$ cat config.mk
export PLATFORM = sky130hd
export DESIGN_NAME = bse_ctrl
export DESIGN_NICKNAME = d
export VERILOG_FILES = /design/src/design/bse_pkg.sv /design/src/design/bse_ctrl.sv
export SDC_FILE = /design/constraint.sdc
export NUM_CORES = 1
export LEC_CHECK = 0
export ABC_AREA = 1
export BUFFER_PORTS_ARGS = -buffer_cell sky130_fd_sc_hd__buf_2
export CAP_MARGIN = 20
export CORE_MARGIN = 4
export CORE_UTILIZATION = 40
export DETAILED_ROUTE_END_ITERATION = 10
export GPL_ROUTABILITY_DRIVEN = 0
export PLACE_DENSITY = 0.62
export SYNTH_ARGS = -nofsm -noshare
export SYNTH_HDL_FRONTEND = slang
export SYNTH_SLANG_ARGS = --single-unit
$ cat constraint.sdc
create_clock -name clk -period 2.4 [get_ports clk]
set_input_delay 0.72 -clock clk [delete_from_list [all_inputs] [get_ports clk]]
set_output_delay 0.72 -clock clk [all_outputs]
set_load 0.02 [all_outputs]
$ cat src/design/bse_pkg.sv
// Shared types and constants for the bubble sort engine.
package bse_pkg;

	localparam int DEPTH  = 64;
	localparam int DATA_W = 32;
	localparam int CNT_W  = $clog2(DEPTH + 1);

	typedef logic signed [DATA_W-1:0] word_t;
	typedef logic [CNT_W-1:0] count_t;

	// Controls broadcast from the sequencer to every cell
	typedef struct packed {
		logic unload;
	} ctl_t;

endpackage

$ cat src/design/bse_ctrl.sv
// Sequencer: counts the set, waits for the chain to settle, drains it.
module bse_ctrl (
	input  logic          clk,
	input  logic          arst_n,
	input  logic          in_valid,
	input  logic          last,
	output logic          in_ready,
	output logic          store,
	output logic          out_valid,
	input  logic          out_ready,
	output logic          final_res,
	output bse_pkg::ctl_t ctl
);

	typedef enum logic [2:0] {
		ST_LOAD   = 3'b001,
		ST_SETTLE = 3'b010,
		ST_UNLOAD = 3'b100
	} state_t;

	state_t          state_q;
	bse_pkg::count_t count_q;
	bse_pkg::count_t wait_q;
	logic            in_acc;
	logic            out_acc;
	logic            room;

	assign in_acc  = in_valid && in_ready;
	assign out_acc = out_valid && out_ready;
	assign room    = count_q < bse_pkg::CNT_W'(bse_pkg::DEPTH);

	assign in_ready   = state_q == ST_LOAD;
	assign out_valid  = state_q == ST_UNLOAD;
	assign store      = in_acc && room;
	assign final_res  = count_q == bse_pkg::CNT_W'(1);
	assign ctl.unload = out_acc;

	// Advance through load, settle and unload
	always_ff @(posedge clk or negedge arst_n) begin
		if (!arst_n) begin
			state_q <= ST_LOAD;
			count_q <= '0;
			wait_q  <= '0;
		end else begin
			case (state_q)
				ST_LOAD: begin
					if (in_acc) begin
						if (room) begin
							count_q <= count_q + bse_pkg::CNT_W'(1);
						end
						if (last) begin
							state_q <= ST_SETTLE;
							wait_q  <= bse_pkg::CNT_W'(bse_pkg::DEPTH - 1);
						end
					end
				end
				ST_SETTLE: begin
					if (wait_q == '0) begin
						state_q <= ST_UNLOAD;
					end else begin
						wait_q <= wait_q - bse_pkg::CNT_W'(1);
					end
				end
				ST_UNLOAD: begin
					if (out_acc) begin
						count_q <= count_q - bse_pkg::CNT_W'(1);
						if (final_res) begin
							state_q <= ST_LOAD;
						end
					end
				end
				default: begin
					state_q <= ST_LOAD;
				end
			endcase
		end
	end

endmodule

==> impl_metrics.csv <==
group,metric,value,unit
route,drt_wl_total,2.550,mm
sta,rsz0062_at_grt,"no",
layout,num_antenna_cells,0,
setup_path,cp_slowest_stage_delay,0.47,ns
placement,dp_slack,0.4551,ns
sta,worst_pin_slew,0.4262,ns
global_routing,grt_overflow_total,0,
setup_path,crit_required,1.68,ns
yosys,yosys_register_bits,17,
sta,relSlewSlack,0.7150,
sta,min_period,2.105,ns
status,status,"finished, final reports clean",
cts,postCtsSetupRepairBufs,0,
yosys,synth_cells,182,
sta,tns,0,ns
route,drc,0,
sta,fin_skew,0.009531,ns
yosys,syn_area_per_cell,7.081,µm²
sta,fin_ws,0.2951,ns
setup_path,startpoint_type,"flip-flop",
setup_path,critical_path.cell_chain,"nor2_1 > nand4_1 > inv_1 > buf_2",
die,die_y,64.76,µm
die,io_pins,10,
setup_path,slowest_stage,"dfrtp_1",
sta,max_freq,0.4751,GHz
global_routing,grt_util_all_layers,0.1411,
cts,h-tree-depth,1,
power,power_density,1293,nW/µm²
sta,drv_slew,0,
route,final_antenna_net_count,0,
cts,clock_sinks,17,
sta,holdWs,0.3408,ns
yosys,syn-num-nets,192,
power,p_total,1.817,mW
die,start_util,0.4187,
setup_path,crit_start,"count_q[3]",
sta,period_share,0.8770,
die,die_w,64.76,µm
cts,cts_tree,"done",
power,p_leak,0.7292,nW
placement,port-buffer-count,9,
cts,cts_root_buf,"clkbuf_4",
die,die-area,4194,µm²
die,fp-row-count,20,
cts,cts_hold_buf,0,
setup_path,path_class,"reg2out",
layout,syn_to_final_growth,9.029,%
route,viasPerCell,4.705,
cts,clk_path_buf_depth,2,
worst_hold_path,min_path_type,"in2async",
yosys,yosysWarningCount,0,
die,core_area,3078,µm²
route,drt_iter0_drc,52,
power,ir_worst_vdd,486.4,µV
yosys,syn_area,1289,µm²
sta,hold_violations,0,
cts,post_cts_resized,0,
layout,nets,204,
route,avgRoutedWirePerCell,10.76,µm
flow_run,maxCapViolations,0,
yosys,ys_seq_area_frac,0.3311,
global_routing,antenna_found_initial,0,
yosys,ys_types,27,
layout,fin_cells,237,
setup_path,cp.arrival,1.38,ns
setup_path,cp-end-kind,"primary output",
cts,clock_latency,0.29,ns
cts,cts.reportedPaths.clkPinSlew,0.10,ns
placement,place_hpwl,2.031,mm
setup_path,crit_fanout,7,
sta,setup_viol_count_final,0,
setup_path,rr_startpoint,"state_q[0]",
cts,cts_buffers,3,
route,first_pass_iters,4,
route,vias,1115,
layout,drive_above_1_share,0.1554,
global_routing,grt_pass1_wl,4.774,mm
global_routing,grt_max_degree,18,
placement,place_inst,233,
global_routing,grt_pass1_vias,1105,
## registers in the layout, indices dropped and copies added (netlist names)
register and flops:
count_q 7, wait_q 7, state_q 3
## power breakdown
part           switching [mW]  internal, mW  leakage [nW]  total, mW
Sequential              0.149         0.416         0.208      0.565
Combinational           0.706         0.398         0.506       1.10
Clock                  0.0830        0.0645        0.0150      0.148
Total                   0.939         0.879         0.729       1.82
## cell families after synthesis
group                      share of synthesized area
adders and majority gates                    0.04854
DFF                                           0.3311
and+or+nand+nor                               0.4019
buffers and inverters                        0.08253
xor gates and xnor gates                     0.05437
AOI/OAI and AO/OA                            0.08155
## cells in the mapped netlist
library cell,number,area [µm²]
a21oi_2,1,8.760
a21oi_4,2,32.53
buf_2,2,10.01
buf_4,1,7.510
dfrtp_1,16,400.4
dfstp_2,1,26.28
ha_1,5,62.56
inv_1,20,75.07
inv_2,2,7.510
inv_4,1,6.260
nand2_1,75,281.5
nand2_2,1,6.260
nand2_4,1,11.26
nand3_1,11,55.05
nand3_4,2,35.03
nand4_1,6,37.54
nor2_1,14,52.55
nor2_4,1,11.26
nor3_1,1,5.000
nor3_4,1,16.27
o21ai_0,3,15.01
o21ai_1,3,15.01
o21ai_2,2,17.52
o21ai_4,1,16.27
or2_2,1,6.260
xnor2_1,3,26.28
xor2_1,5,43.79
## worst paths after layout
kind	end	slack, ns	cells past startpoint
max	final_res	0.30	4
min	count_q[6]	0.34	1
max reg2reg	count_q[5]	0.92	8
min reg2reg	wait_q[0]	0.48	1
max in group asynchronous	state_q[0]	1.74	1
min in group clk	wait_q[0]	0.48	1
## final cells by class
type | instances | area (µm²)
Timing Repair Buffer | 10 | 52.55
Multi-Input combinational cell | 139 | 755.7
Sequential cell | 17 | 426.7
Clock buffer | 4 | 26.28
Fill cell | 317 | 1673
Tap cell | 44 | 55.05
Inverter | 23 | 88.84
## layout by cell type (no fill, tap or decap), drive strengths merged
master / count
dfrtp: 16
inv: 23
nand3: 13
o21ai: 9
nand4: 6
buf: 10
xor2: 5
nor3: 2
ha: 5
xnor2: 3
nand2: 77
or2: 1
a21oi: 3
clkbuf: 4
nor2: 15
dfstp: 1
## per-layer routing
layer,global-route usage,part of all wire,wire [µm]
met1,0.1741,0.46,1164
met2,0.2490,0.50,1281
met3,0.03813,0.041,104
met4,0.02111,0,0
met5,0,0,0
## worst max-delay path: cells and delay by family, from the launching register on
family                 cells  cell delay, ns
buffers and inverters      2            0.22
DFF                        1            0.47
and+or+nand+nor            2            0.41
## stage by stage
| step | instance area (µm²) | util |
|---|---|---|
| 5_1_grt | 1405 | 0.4565 |
| 2_1_floorplan | 1289 | - |
| 3_3_place_gp | 1379 | 0.4480 |
| 3_5_place_dp | 1379 | 0.4480 |
| 4_1_cts | 1405 | 0.4565 |
| 6_report | 1405 | 0.4565 |
Power figures use the tool's default switching activity.
