## src/design/bse_pkg.sv

```systemverilog
// Shared types and constants for the bubble sort engine.
package bse_pkg;

	localparam int DEPTH  = 64;
	localparam int DATA_W = 32;
	localparam int CNT_W  = $clog2(DEPTH + 1);

	typedef logic signed [DATA_W-1:0] word_t;
	typedef logic [CNT_W-1:0] count_t;

	// Controls broadcast from the sequencer to every cell
	typedef struct packed {
		logic unload;
	} ctl_t;

endpackage

```

## src/design/bse_cell.sv

```systemverilog
// One sorting cell: keeps the smaller word, passes the larger one on.
module bse_cell (
	input  logic          clk,
	input  logic          arst_n,
	input  bse_pkg::ctl_t ctl,
	input  logic          tok_in_vld,
	input  bse_pkg::word_t tok_in_val,
	output logic          tok_out_vld,
	output bse_pkg::word_t tok_out_val,
	input  logic          nxt_vld,
	input  bse_pkg::word_t nxt_val,
	output logic          held_vld,
	output bse_pkg::word_t held_val
);

	logic          held_vld_q;
	bse_pkg::word_t held_val_q;
	logic          tok_vld_q;
	bse_pkg::word_t tok_val_q;
	logic          take_new;

	assign take_new = tok_in_val < held_val_q;

	// Hold the smaller word, advance the larger; shift towards the head on unload
	always_ff @(posedge clk or negedge arst_n) begin
		if (!arst_n) begin
			held_vld_q <= 1'b0;
			tok_vld_q  <= 1'b0;
		end else if (ctl.unload) begin
			held_vld_q <= nxt_vld;
			tok_vld_q  <= 1'b0;
		end else if (tok_in_vld) begin
			held_vld_q <= 1'b1;
			tok_vld_q  <= held_vld_q;
		end else begin
			tok_vld_q <= 1'b0;
		end
	end

	// Payload path, no reset
	always_ff @(posedge clk) begin
		if (ctl.unload) begin
			held_val_q <= nxt_val;
		end else if (tok_in_vld) begin
			if (!held_vld_q || take_new) begin
				held_val_q <= tok_in_val;
				tok_val_q  <= held_val_q;
			end else begin
				tok_val_q <= tok_in_val;
			end
		end
	end

	assign tok_out_vld = tok_vld_q;
	assign tok_out_val = tok_val_q;
	assign held_vld    = held_vld_q;
	assign held_val    = held_val_q;

endmodule

```

## config.mk

```make
export PLATFORM = sky130hd
export DESIGN_NAME = bse_cell
export DESIGN_NICKNAME = d
export VERILOG_FILES = /design/src/design/bse_pkg.sv /design/src/design/bse_cell.sv
export SDC_FILE = /design/constraint.sdc
export NUM_CORES = 1
export LEC_CHECK = 0
export ABC_AREA = 1
export BUFFER_PORTS_ARGS = -buffer_cell sky130_fd_sc_hd__buf_4
export CAP_MARGIN = 10
export CORE_UTILIZATION = 45
export DETAILED_ROUTE_END_ITERATION = 8
export PLACE_DENSITY = 0.85
export SLEW_MARGIN = 30
export SYNTH_ARGS = -nofsm -noshare
export SYNTH_HDL_FRONTEND = slang
export SYNTH_SLANG_ARGS = --single-unit
```

## constraint.sdc

```tcl
create_clock -name clk -period 2.5 [get_ports clk]
set_input_delay 0.25 -clock clk [delete_from_list [all_inputs] [get_ports clk]]
set_output_delay 0.25 -clock clk [all_outputs]
set_load 0.1 [all_outputs]
```

==> results of run 1 <==
-- routing by layer --
layer | share of wire, % | GRT usage, %
met3 | 6.2 | 5.06
met4 | 2.3 | 10.7
met2 | 51 | 41.1
met5 | 0 | 0
met1 | 40 | 28.6
-- cell type report --
class | instances | area share [%]
Multi-Input combinational cell | 296 | 34.3
Tap cell | 105 | 2.44
Inverter | 42 | 2.93
Sequential cell | 66 | 36.6
Clock inverter | 3 | 0.743
Clock buffer | 13 | 2.58
Timing Repair Buffer | 146 | 20.4
-- placed cells by master (no fill, tap or decap) --
cell	n
buf_4	145
nand4_1	33
clkbuf_1	4
nor2_2	3
nand2_2	52
clkinv_1	1
ha_4	2
a21oi_1	13
a21oi_2	2
nor2_1	8
nand2_8	1
dfrtp_1	2
nand2_1	125
nor3_1	1
nor3_2	1
o21ai_0	4
inv_2	2
bufinv_16	1
a21oi_4	1
o21a_2	1
nand3_4	2
dlygate4sd3_1	1
clkbuf_8	9
nand3_1	1
nor2_4	1
ha_1	29
nand2_4	14
nand3_2	1
o21ai_1	1
inv_1	39
edfxtp_1	64
clkinv_2	2
-- timing repair --
item,4_1_cts,5_1_grt
buffers inserted,0,0
hold buffers,1,0
hold endpoints to repair,2,0
-- worst max-delay path, stage by stage, from the launching register on --
cell and delay, ns:
edfxtp_1 0.46, inv_1 0.08, ha_1 0.29, a21oi_1 0.15
nand2_1 0.06, nand2_1 0.05, nand2_1 0.07, nand2_1 0.07
nand2_1 0.06, nand2_2 0.09, nand2_2 0.07, nand2_4 0.08
nand3_4 0.09, buf_4 0.27, nand2_2 0.12, nand2_2 0.05
-- worst max-delay path by stage --
| stage | start | end | slack, ns | cells past startpoint |
|---|---|---|---|---|
| after global routing | held_val[5] | tok_out_val[27] | 0.03 | 15 |
| after detailed placement | held_val[3] | tok_out_val[31] | 0.20 | 15 |
| after floorplan | held_val[17] | held_val[0] | -0.22 | 12 |
| after CTS | held_val[3] | tok_out_val[31] | 0.18 | 15 |
| final | held_val[3] | tok_out_val[27] | 0.17 | 15 |
| after global placement | held_val[5] | tok_out_val[31] | 0.27 | 15 |
-- power groups by stage --
stage | clock network (mW) | logic (mW) | registers [mW]
finish | 0.872 | 1.77 | 1.47
global route | 0.933 | 1.89 | 1.48
CTS | 0.876 | 1.78 | 1.47
detailed placement | 0 | 1.78 | 1.49
global placement | 0 | 1.73 | 1.48
floorplan | 0 | 0.627 | 2.25
-- logic make-up (layout without fill, tap and decap cells) --
family	after synthesis	after routing
DFF	66	66
AOI/OAI and AO/OA	22	22
buffers and inverters	62	204
adders and majority gates	31	31
and+or+nand+nor	243	243
-- state kept, by name, indices dropped and copies added (netlist names) --
signal       cells
tok_out_vld      1
held_val        32
tok_out_val     32
held_vld         1
-- stage by stage --
stage	setup TNS [ns]	utilization, %	total power [mW]	cell area, um2	worst slack, ns
2_1_floorplan	-13.84	-	2.87	4100	-0.223
3_3_place_gp	0	62.0	3.22	5200	0.271
3_5_place_dp	0	62.0	3.27	5200	0.200
4_1_cts	0	64.3	4.12	5390	0.175
5_1_grt	0	64.3	4.30	5390	0.0255
6_report	0	64.3	4.11	5390	0.166
==> impl_metrics.py, run 1 <==
metrics = {
    "final_layout": {
        "seqCellArea_um2": 1970,
        "drive_gt1_share_pct": 42.4,
        "diodes": 0,
        "multi_input_area_um2": 1850,
        "finalNetCount": 661,
        "final-instance-count-excl-fill": 671,
        "fillCellCount": 686,
        "area_growth_pct": 35.1,
    },
    "synth": {
        "synth_fa_ha_area_share_pct": 9.73,
        "syn_nets": 524,
        "synth_area_leaders": "edfxtp_1 48%, nand2_1 12%, nand2_2 10%",
        "ys.flop_type": "edfxtp_1",
        "ys_warn_count": 0,
        "synth_commonest_cells": "127 x nand2_1, 64 x edfxtp_1, 64 x nand2_2",
        "ys_seq_area_share_pct": 49.5,
        "synth_edf_count": 64,
        "yosysTopAreaCell": "edfxtp_1",
        "synthMuxAreaShare_pct": 0,
        "syn_avg_cell_area_um2": 9.40,
        "post-synth-top-count-cell": "nand2_1",
        "synth_seq_cells": 66,
        "synth-compound-area-share_pct": 3.33,
        "syn_inst": 424,
        "async_flop_share_pct": 3.03,
        "synth_area_um2": 3990,
        "yosysUniqueCellTypes": 25,
        "yosys.area_share.simple_pct": 30.2,
        "yosys.area.top_type_share_pct": 48.2,
        "synth_xor_area_share_pct": 0,
        "synth_top_family_by_area": "simple AND/OR/NAND/NOR gates",
    },
    "timing": {
        "hold_viol": 0,
        "maxSlewViolCount": 0,
        "tightest_slew_ns": 0.521,
        "slew_headroom_pct": 65.0,
        "fmax_ghz": 0.428,
        "clock_skew_ns": 0.00918,
        "period_needed_ns": 2.33,
        "period_share_pct": 93.4,
        "rsz0062_at_grt": "no",
        "holdWs_ns": 0.165,
        "setup-violations-final": 0,
    },
    "routing": {
        "drt_iter0_markers": 123,
        "routed_via_density": 5.14,
        "wl_per_cell_um": 15.7,
        "drt-total-wl_um": 10500,
        "dr.pass1.iters": 4,
        "vias": 3452,
        "ant_nets": 0,
        "drc_errors": 0,
    },
    "min_path": {
        "holdPathStages": 3,
        "hold_path.class": "input pin to register",
        "hp-start": "nxt_vld",
        "hold_path_end": "held_vld",
    },
    "global_route": {
        "grt_pass1_vias": 3506,
        "grt_overflow_total": 0,
        "grt_max_degree": 37,
        "antenna_found_initial": 0,
        "grt_usage_pct": 23.9,
        "grt_pass1_wl_um": 16400,
    },
    "setup_path": {
        "path_max_fanout": 17,
        "crit_arrival_ns": 2.44,
        "crit_path_end_kind": "register",
        "worstRegToRegCells": 15,
        "worstSetupStartpointType": "register",
        "r2r_slack_ns": 0.17,
        "crit_type": "register to register",
        "cp.required_ns": 2.60,
        "r2r_start": "held_val[3]",
        "r2r_end": "tok_out_val[27]",
    },
    "place": {
        "place_hpwl_um": 7670,
        "placed_cells": 654,
        "port_buffers": 134,
        "place.gp.congestion": 0.768,
    },
    "cts": {
        "cts.htree.levels": 3,
        "numCtsBuffers": 9,
        "path_clk_slew_ns": 0.07,
        "clock_latency_ns": 0.35,
        "clk_path_buf_depth": 2,
        "ctsResizeCount": 0,
        "tritoncts": "built",
        "clock_sinks": 66,
        "cts-root-buf": "clkbuf_8",
    },
    "floorplan": {
        "die_w_um": 96.1,
        "core_um2": 8380,
        "std_cell_rows": 33,
        "die_height_um": 96.1,
        "die-area_um2": 9240,
        "start_util_pct": 47.6,
        "design.portCount": 135,
    },
    "status": {
        "status": "completed",
    },
    "pwr": {
        "swShare_pct": 44.1,
        "leakagePower_nw": 2.67,
        "seqPwrFrac_pct": 35.7,
        "ir_drop_mv": 0.340,
        "comb_power_share_pct": 43.1,
        "p_int_mw": 2.30,
        "power_density_nw_per_um2": 763,
        "p_clk_share_pct": 21.2,
        "power.switching_mw": 1.81,
    },
    "run": {
        "drv_cap": 0,
    },
}
No activity file was read; power rests on OpenSTA's default activity.
==> inputs of run 2 (changes only) <==
--- a/config.mk
+++ b/config.mk
@@ -9,6 +9,7 @@
 export BUFFER_PORTS_ARGS = -buffer_cell sky130_fd_sc_hd__buf_4
 export CAP_MARGIN = 10
 export CORE_UTILIZATION = 45
+export CTS_BUF_LIST = sky130_fd_sc_hd__clkbuf_8
 export DETAILED_ROUTE_END_ITERATION = 8
 export PLACE_DENSITY = 0.85
 export SLEW_MARGIN = 30
==> impl_metrics.py, run 2 (synthesis results as in run 1) <==
metrics = {
    "status": {
        "status": "completed",
    },
    "setup_path": {
        "max_stage_delay_ns": 0.46,
        "cp.depth": 15,
        "cp.required_ns": 2.60,
        "worstSetupStartpointType": "register",
        "crit_type": "register to register",
        "worstRegToRegCells": 15,
        "path_cells": "inv_1 > ha_1 > a21oi_1 > nand2_1 > nand2_1 > nand2_1 > nand2_1 > nand2_1 > nand2_2 > nand2_2 > nand2_4 > nand3_4 > buf_4 > nand2_2 > nand2_2",
        "cp_slowest_cell": "edfxtp_1",
        "critPathTopFamily": "simple AND/OR/NAND/NOR gates",
        "path_buf_inv": 2,
        "cp_common_cell": "nand2_1",
        "path_max_fanout": 17,
        "crit_path_end_kind": "register",
        "crit_arrival_ns": 2.44,
    },
    "routing": {
        "wl_per_cell_um": 15.6,
        "dr.pass1.iters": 4,
        "vias": 3446,
        "ant_nets": 0,
        "drt_iter0_markers": 123,
        "drt-total-wl_um": 10500,
        "drc_errors": 0,
        "routed_via_density": 5.14,
    },
    "floorplan": {
        "die_w_um": 96.1,
        "design.portCount": 135,
        "die-area_um2": 9240,
        "core_um2": 8380,
        "std_cell_rows": 33,
        "die_height_um": 96.1,
        "start_util_pct": 47.6,
    },
    "pwr": {
        "design_power_total_mw": 4.10,
        "swShare_pct": 44.3,
        "seqPwrFrac_pct": 35.8,
        "comb_power_share_pct": 43.3,
        "leakagePower_nw": 2.69,
        "power_density_nw_per_um2": 760,
        "p_int_mw": 2.28,
        "p_clk_share_pct": 20.9,
        "power.switching_mw": 1.81,
        "ir_drop_mv": 0.340,
    },
    "final_layout": {
        "final_common_cell": "buf_4",
        "diodes": 0,
        "final_cell_mix": "145 x buf_4, 125 x nand2_1, 64 x edfxtp_1",
        "finalNetCount": 661,
        "drive_gt1_share_pct": 42.4,
        "area_growth_pct": 35.1,
        "fillCellCount": 686,
        "multi_input_area_um2": 1850,
        "seqCellArea_um2": 1970,
        "utilization_pct": 64.3,
    },
    "cts": {
        "clk_path_buf_depth": 2,
        "clock_latency_ns": 0.35,
        "clock_sinks": 66,
        "path_clk_slew_ns": 0.07,
        "numCtsBuffers": 9,
        "cts.htree.levels": 3,
        "tritoncts": "built",
        "cts-root-buf": "clkbuf_8",
        "cts_setup_buffers": 0,
    },
    "min_path": {
        "holdPathStages": 3,
        "hold_path.class": "input pin to register",
    },
    "timing": {
        "period_needed_ns": 2.33,
        "slew_headroom_pct": 65.2,
        "setup-violations-final": 0,
        "rsz0062_at_grt": "no",
        "setup-tns-final_ns": 0,
        "holdWs_ns": 0.164,
        "maxSlewViolCount": 0,
        "clock_skew_ns": 0.00956,
        "tightest_slew_ns": 0.519,
        "fmax_ghz": 0.429,
        "hold_viol": 0,
        "period_share_pct": 93.3,
    },
    "global_route": {
        "grt_overflow_total": 0,
        "antenna_found_initial": 0,
        "grt_usage_pct": 23.9,
        "grt_max_degree": 37,
        "grt_pass1_wl_um": 16400,
        "grt_pass1_vias": 3506,
    },
    "run": {
        "drv_cap": 0,
    },
    "place": {
        "port_buffers": 134,
        "place.gp.congestion": 0.768,
        "place_hpwl_um": 7670,
    },
}
## run 2: layout make-up
| type | instances | share of cell area, % |
|---|---|---|
| tap | 105 | 2.44 |
| inverter | 42 | 2.93 |
| multi-input combinational | 296 | 34.3 |
| clock inverter | 7 | 1.02 |
| timing repair buffer | 146 | 20.4 |
| sequential | 66 | 36.6 |
| clock buffer | 9 | 2.30 |
## run 2: worst paths after layout
kind / to / slack, ns / from
max reg2reg: tok_out_val[27] / 0.17 / held_val[3]
max in group asynchronous: tok_out_vld / 2.20 / arst_n
min: held_vld / 0.16 / nxt_vld
min reg2reg: tok_out_vld / 0.59 / held_vld
max: tok_out_val[27] / 0.17 / held_val[3]
min in group asynchronous: held_vld / 0.21 / arst_n
## run 2: repair_timing
item	in CTS	in global routing
endpoints found under the hold margin	2	0
hold buffers	1	0
resized for setup	0	0
## run 2: power groups by stage
stage | combinational (mW) | clock [mW] | sequential, mW
after global placement | 1.73 | 0 | 1.48
after floorplan | 0.627 | 0 | 2.25
after detailed placement | 1.78 | 0 | 1.49
after CTS | 1.78 | 0.861 | 1.47
after global routing | 1.89 | 0.918 | 1.48
final | 1.77 | 0.858 | 1.47
## run 2: per-stage QoR
step | area, um2 | setup slack [ns] | std cells
6_report | 5390 | 0.167 | 671
5_1_grt | 5390 | 0.0255 | 671
2_1_floorplan | 4100 | -0.223 | 424
3_5_place_dp | 5200 | 0.200 | 654
3_3_place_gp | 5200 | 0.271 | 654
4_1_cts | 5390 | 0.175 | 671
## run 2: layer usage
metal | vias up | wire (um) | track usage [%]
met5 | - | 0 | 0
met4 | 0 | 237 | 10.7
met3 | 19 | 635 | 5.06
met2 | 121 | 5360 | 41.1
met1 | 1621 | 4260 | 28.6
li1 | 1685 | - | -
## run 2: worst min-delay path, cell delays in order
cell	delay (ns)
buf_4	0.08
nor2_1	0.03
a21oi_1	0.11
==> inputs of run 3 (changes only) <==
--- a/config.mk
+++ b/config.mk
@@ -12,6 +12,7 @@
 export CTS_BUF_LIST = sky130_fd_sc_hd__clkbuf_8
 export DETAILED_ROUTE_END_ITERATION = 8
 export PLACE_DENSITY = 0.85
+export SETUP_SLACK_MARGIN = 0.3
 export SLEW_MARGIN = 30
 export SYNTH_ARGS = -nofsm -noshare
 export SYNTH_HDL_FRONTEND = slang
==> constraint.sdc (replaced) <==
create_clock -name clk -period 1.9 [get_ports clk]
set_input_delay 0.19 -clock clk [delete_from_list [all_inputs] [get_ports clk]]
set_output_delay 0.19 -clock clk [all_outputs]
set_load 0.1 [all_outputs]
==> impl_metrics.py, run 3 (synthesis results as in run 1) <==
metrics = {
    "status": {
        "status": "complete, but fails checks",
        "violations": "negative setup slack",
    },
    "global_route": {
        "antenna_found_initial": 0,
        "grt_max_degree": 35,
        "grt_pass1_vias": 4013,
        "grt_usage_pct": 27.0,
        "grt_overflow_total": 0,
        "grt_pass1_wl_um": 18500,
    },
    "cts": {
        "numCtsBuffers": 9,
        "path_clk_slew_ns": 0.08,
        "clock_latency_ns": 0.34,
        "clock_sinks": 66,
        "cts.htree.levels": 3,
        "tritoncts": "built",
        "cts-root-buf": "clkbuf_8",
        "clk_path_buf_depth": 2,
    },
    "pwr": {
        "leakagePower_nw": 3.08,
        "power_density_nw_per_um2": 967,
        "p_int_mw": 3.37,
        "power.switching_mw": 2.55,
        "p_clk_share_pct": 21.8,
        "ir_drop_mv": 0.599,
        "design_power_total_mw": 5.92,
        "seqPwrFrac_pct": 31.7,
        "swShare_pct": 43.1,
        "comb_power_share_pct": 46.5,
    },
    "timing": {
        "worst_slack_ns": -0.366,
        "fmax_ghz": 0.441,
        "hold_viol": 0,
        "clock_skew_ns": 0.0130,
        "slew_headroom_pct": 57.6,
        "maxSlewViolCount": 0,
        "setup-tns-final_ns": -20.38,
        "period_share_pct": 119,
        "tightest_slew_ns": 0.632,
        "period_needed_ns": 2.27,
        "setup-violations-final": 64,
        "rsz0062_at_grt": "yes",
    },
    "setup_path": {
        "r2r_slack_ns": -0.37,
        "path_cells": "inv_1 > ha_1 > nand2_1 > inv_1 > nor3_2 > nand2_1 > nand2_1 > nand2_2 > nand2_4 > nand2_4 > nand2_4 > nand3_4 > buf_12 > nand2_2 > nand2_2",
        "worstSetupStartpointType": "register",
        "crit_arrival_ns": 2.36,
        "cp.required_ns": 1.99,
        "path_max_fanout": 18,
        "crit_path_end_kind": "register",
        "crit_type": "register to register",
        "max_stage_delay_ns": 0.41,
        "cp_slowest_cell": "edfxtp_1",
    },
    "floorplan": {
        "die_w_um": 96.1,
        "die_height_um": 96.1,
        "core_um2": 8380,
        "die-area_um2": 9240,
        "design.portCount": 135,
        "std_cell_rows": 33,
        "start_util_pct": 47.6,
    },
    "final_layout": {
        "seqCellArea_um2": 1970,
        "final_cell_mix": "204 x buf_4, 120 x nand2_1, 64 x edfxtp_1",
        "drive_gt1_share_pct": 50.7,
        "diodes": 0,
        "final_common_cell": "buf_4",
        "fillCellCount": 563,
        "finalNetCount": 728,
        "design_area_um2": 6120,
        "multi_input_area_um2": 2020,
        "utilization_pct": 73.0,
        "area_growth_pct": 53.5,
    },
    "min_path": {
        "hold_path.class": "input pin to register",
    },
    "routing": {
        "drc_errors": 0,
        "dr.pass1.iters": 6,
        "routed_via_density": 5.22,
        "drt_iter0_markers": 228,
        "wl_per_cell_um": 16.2,
        "vias": 3854,
        "drt-total-wl_um": 12000,
        "ant_nets": 0,
    },
    "place": {
        "placed_area_um2": 5680,
        "port_buffers": 134,
        "place.gp.congestion": 0.813,
        "place_hpwl_um": 8350,
    },
    "run": {
        "drv_cap": 0,
    },
}
-- run 3: cell types whose count changed in the layout (fill, tap and decap cells not counted), moves of 2 or more --
cell / previous run / this run
buf_4: 145 / 204
nand2_4: 14 / 24
inv_1: 43 / 37
nand2_2: 52 / 46
nand2_1: 125 / 120
nand2_8: 1 / 5
clkinv_1: 1 / 4
buf_12: 0 / 2
buf_6: 0 / 2
ha_1: 29 / 27
ha_4: 2 / 4
inv_2: 2 / 4
-- run 3: power by group through the flow --
stage               Combinational, mW  Sequential [mW]  Clock [mW]
global placement                 2.52             1.90           0
detailed placement               2.59             1.91           0
floorplan                       0.827             2.95           0
global route                     2.91             1.89        1.36
CTS                              2.67             1.88        1.29
finish                           2.76             1.88        1.29
-- run 3: cell type report --
type | instances | share of cell area (%)
Inverter | 42 | 2.58
Sequential cell | 66 | 32.2
Tap cell | 105 | 2.15
Clock inverter | 7 | 1.37
Clock buffer | 9 | 2.02
Multi-Input combinational cell | 299 | 33.0
Timing Repair Buffer | 210 | 26.6
-- run 3: worst max-delay path: cells and delay by family, from the launching register on --
family	cells	cell delay, ns
simple gates	11	1.00
flops	1	0.41
buf+inv	3	0.34
fa+ha+maj	1	0.25
-- run 3: timing repair --
item | in CTS | in global routing
hold buffers | 1 | 0
cloned | 3 | 1
resized for setup | 13 | 17
pin swaps | 3 | 0
setup endpoints to repair | 64 | 65
hold endpoints to repair | 2 | 0
buffers inserted | 2 | 1
-- run 3: metal layers --
layer  global-route usage (%)  routed length, um  vias up
li1                         -                  -     1826
met5                        0                  0        -
met4                     16.4                395        0
met2                     45.6               5960      181
met1                     32.1               4800     1805
met3                     4.50                797       42
-- run 3: final timing paths --
check,startpoint,cells past startpoint,end
setup reg to reg,held_val[7],15,tok_out_val[9]
setup / recovery,held_val[7],15,tok_out_val[9]
max in group asynchronous,arst_n,2,held_vld
min in group asynchronous,arst_n,2,held_vld
hold / removal,nxt_vld,3,held_vld
hold reg to reg,held_val[2],3,tok_out_val[2]
-- run 3: through the flow --
| step | cells | hold WS [ns] | worst slack [ns] |
|---|---|---|---|
| 2_1_floorplan | 424 | -0.106 | -0.822 |
| 3_3_place_gp | 714 | -0.0265 | -0.235 |
| 3_5_place_dp | 714 | -0.0254 | -0.335 |
| 4_1_cts | 736 | 0.0937 | -0.308 |
| 5_1_grt | 738 | 0.109 | -0.476 |
| 6_report | 738 | 0.106 | -0.366 |
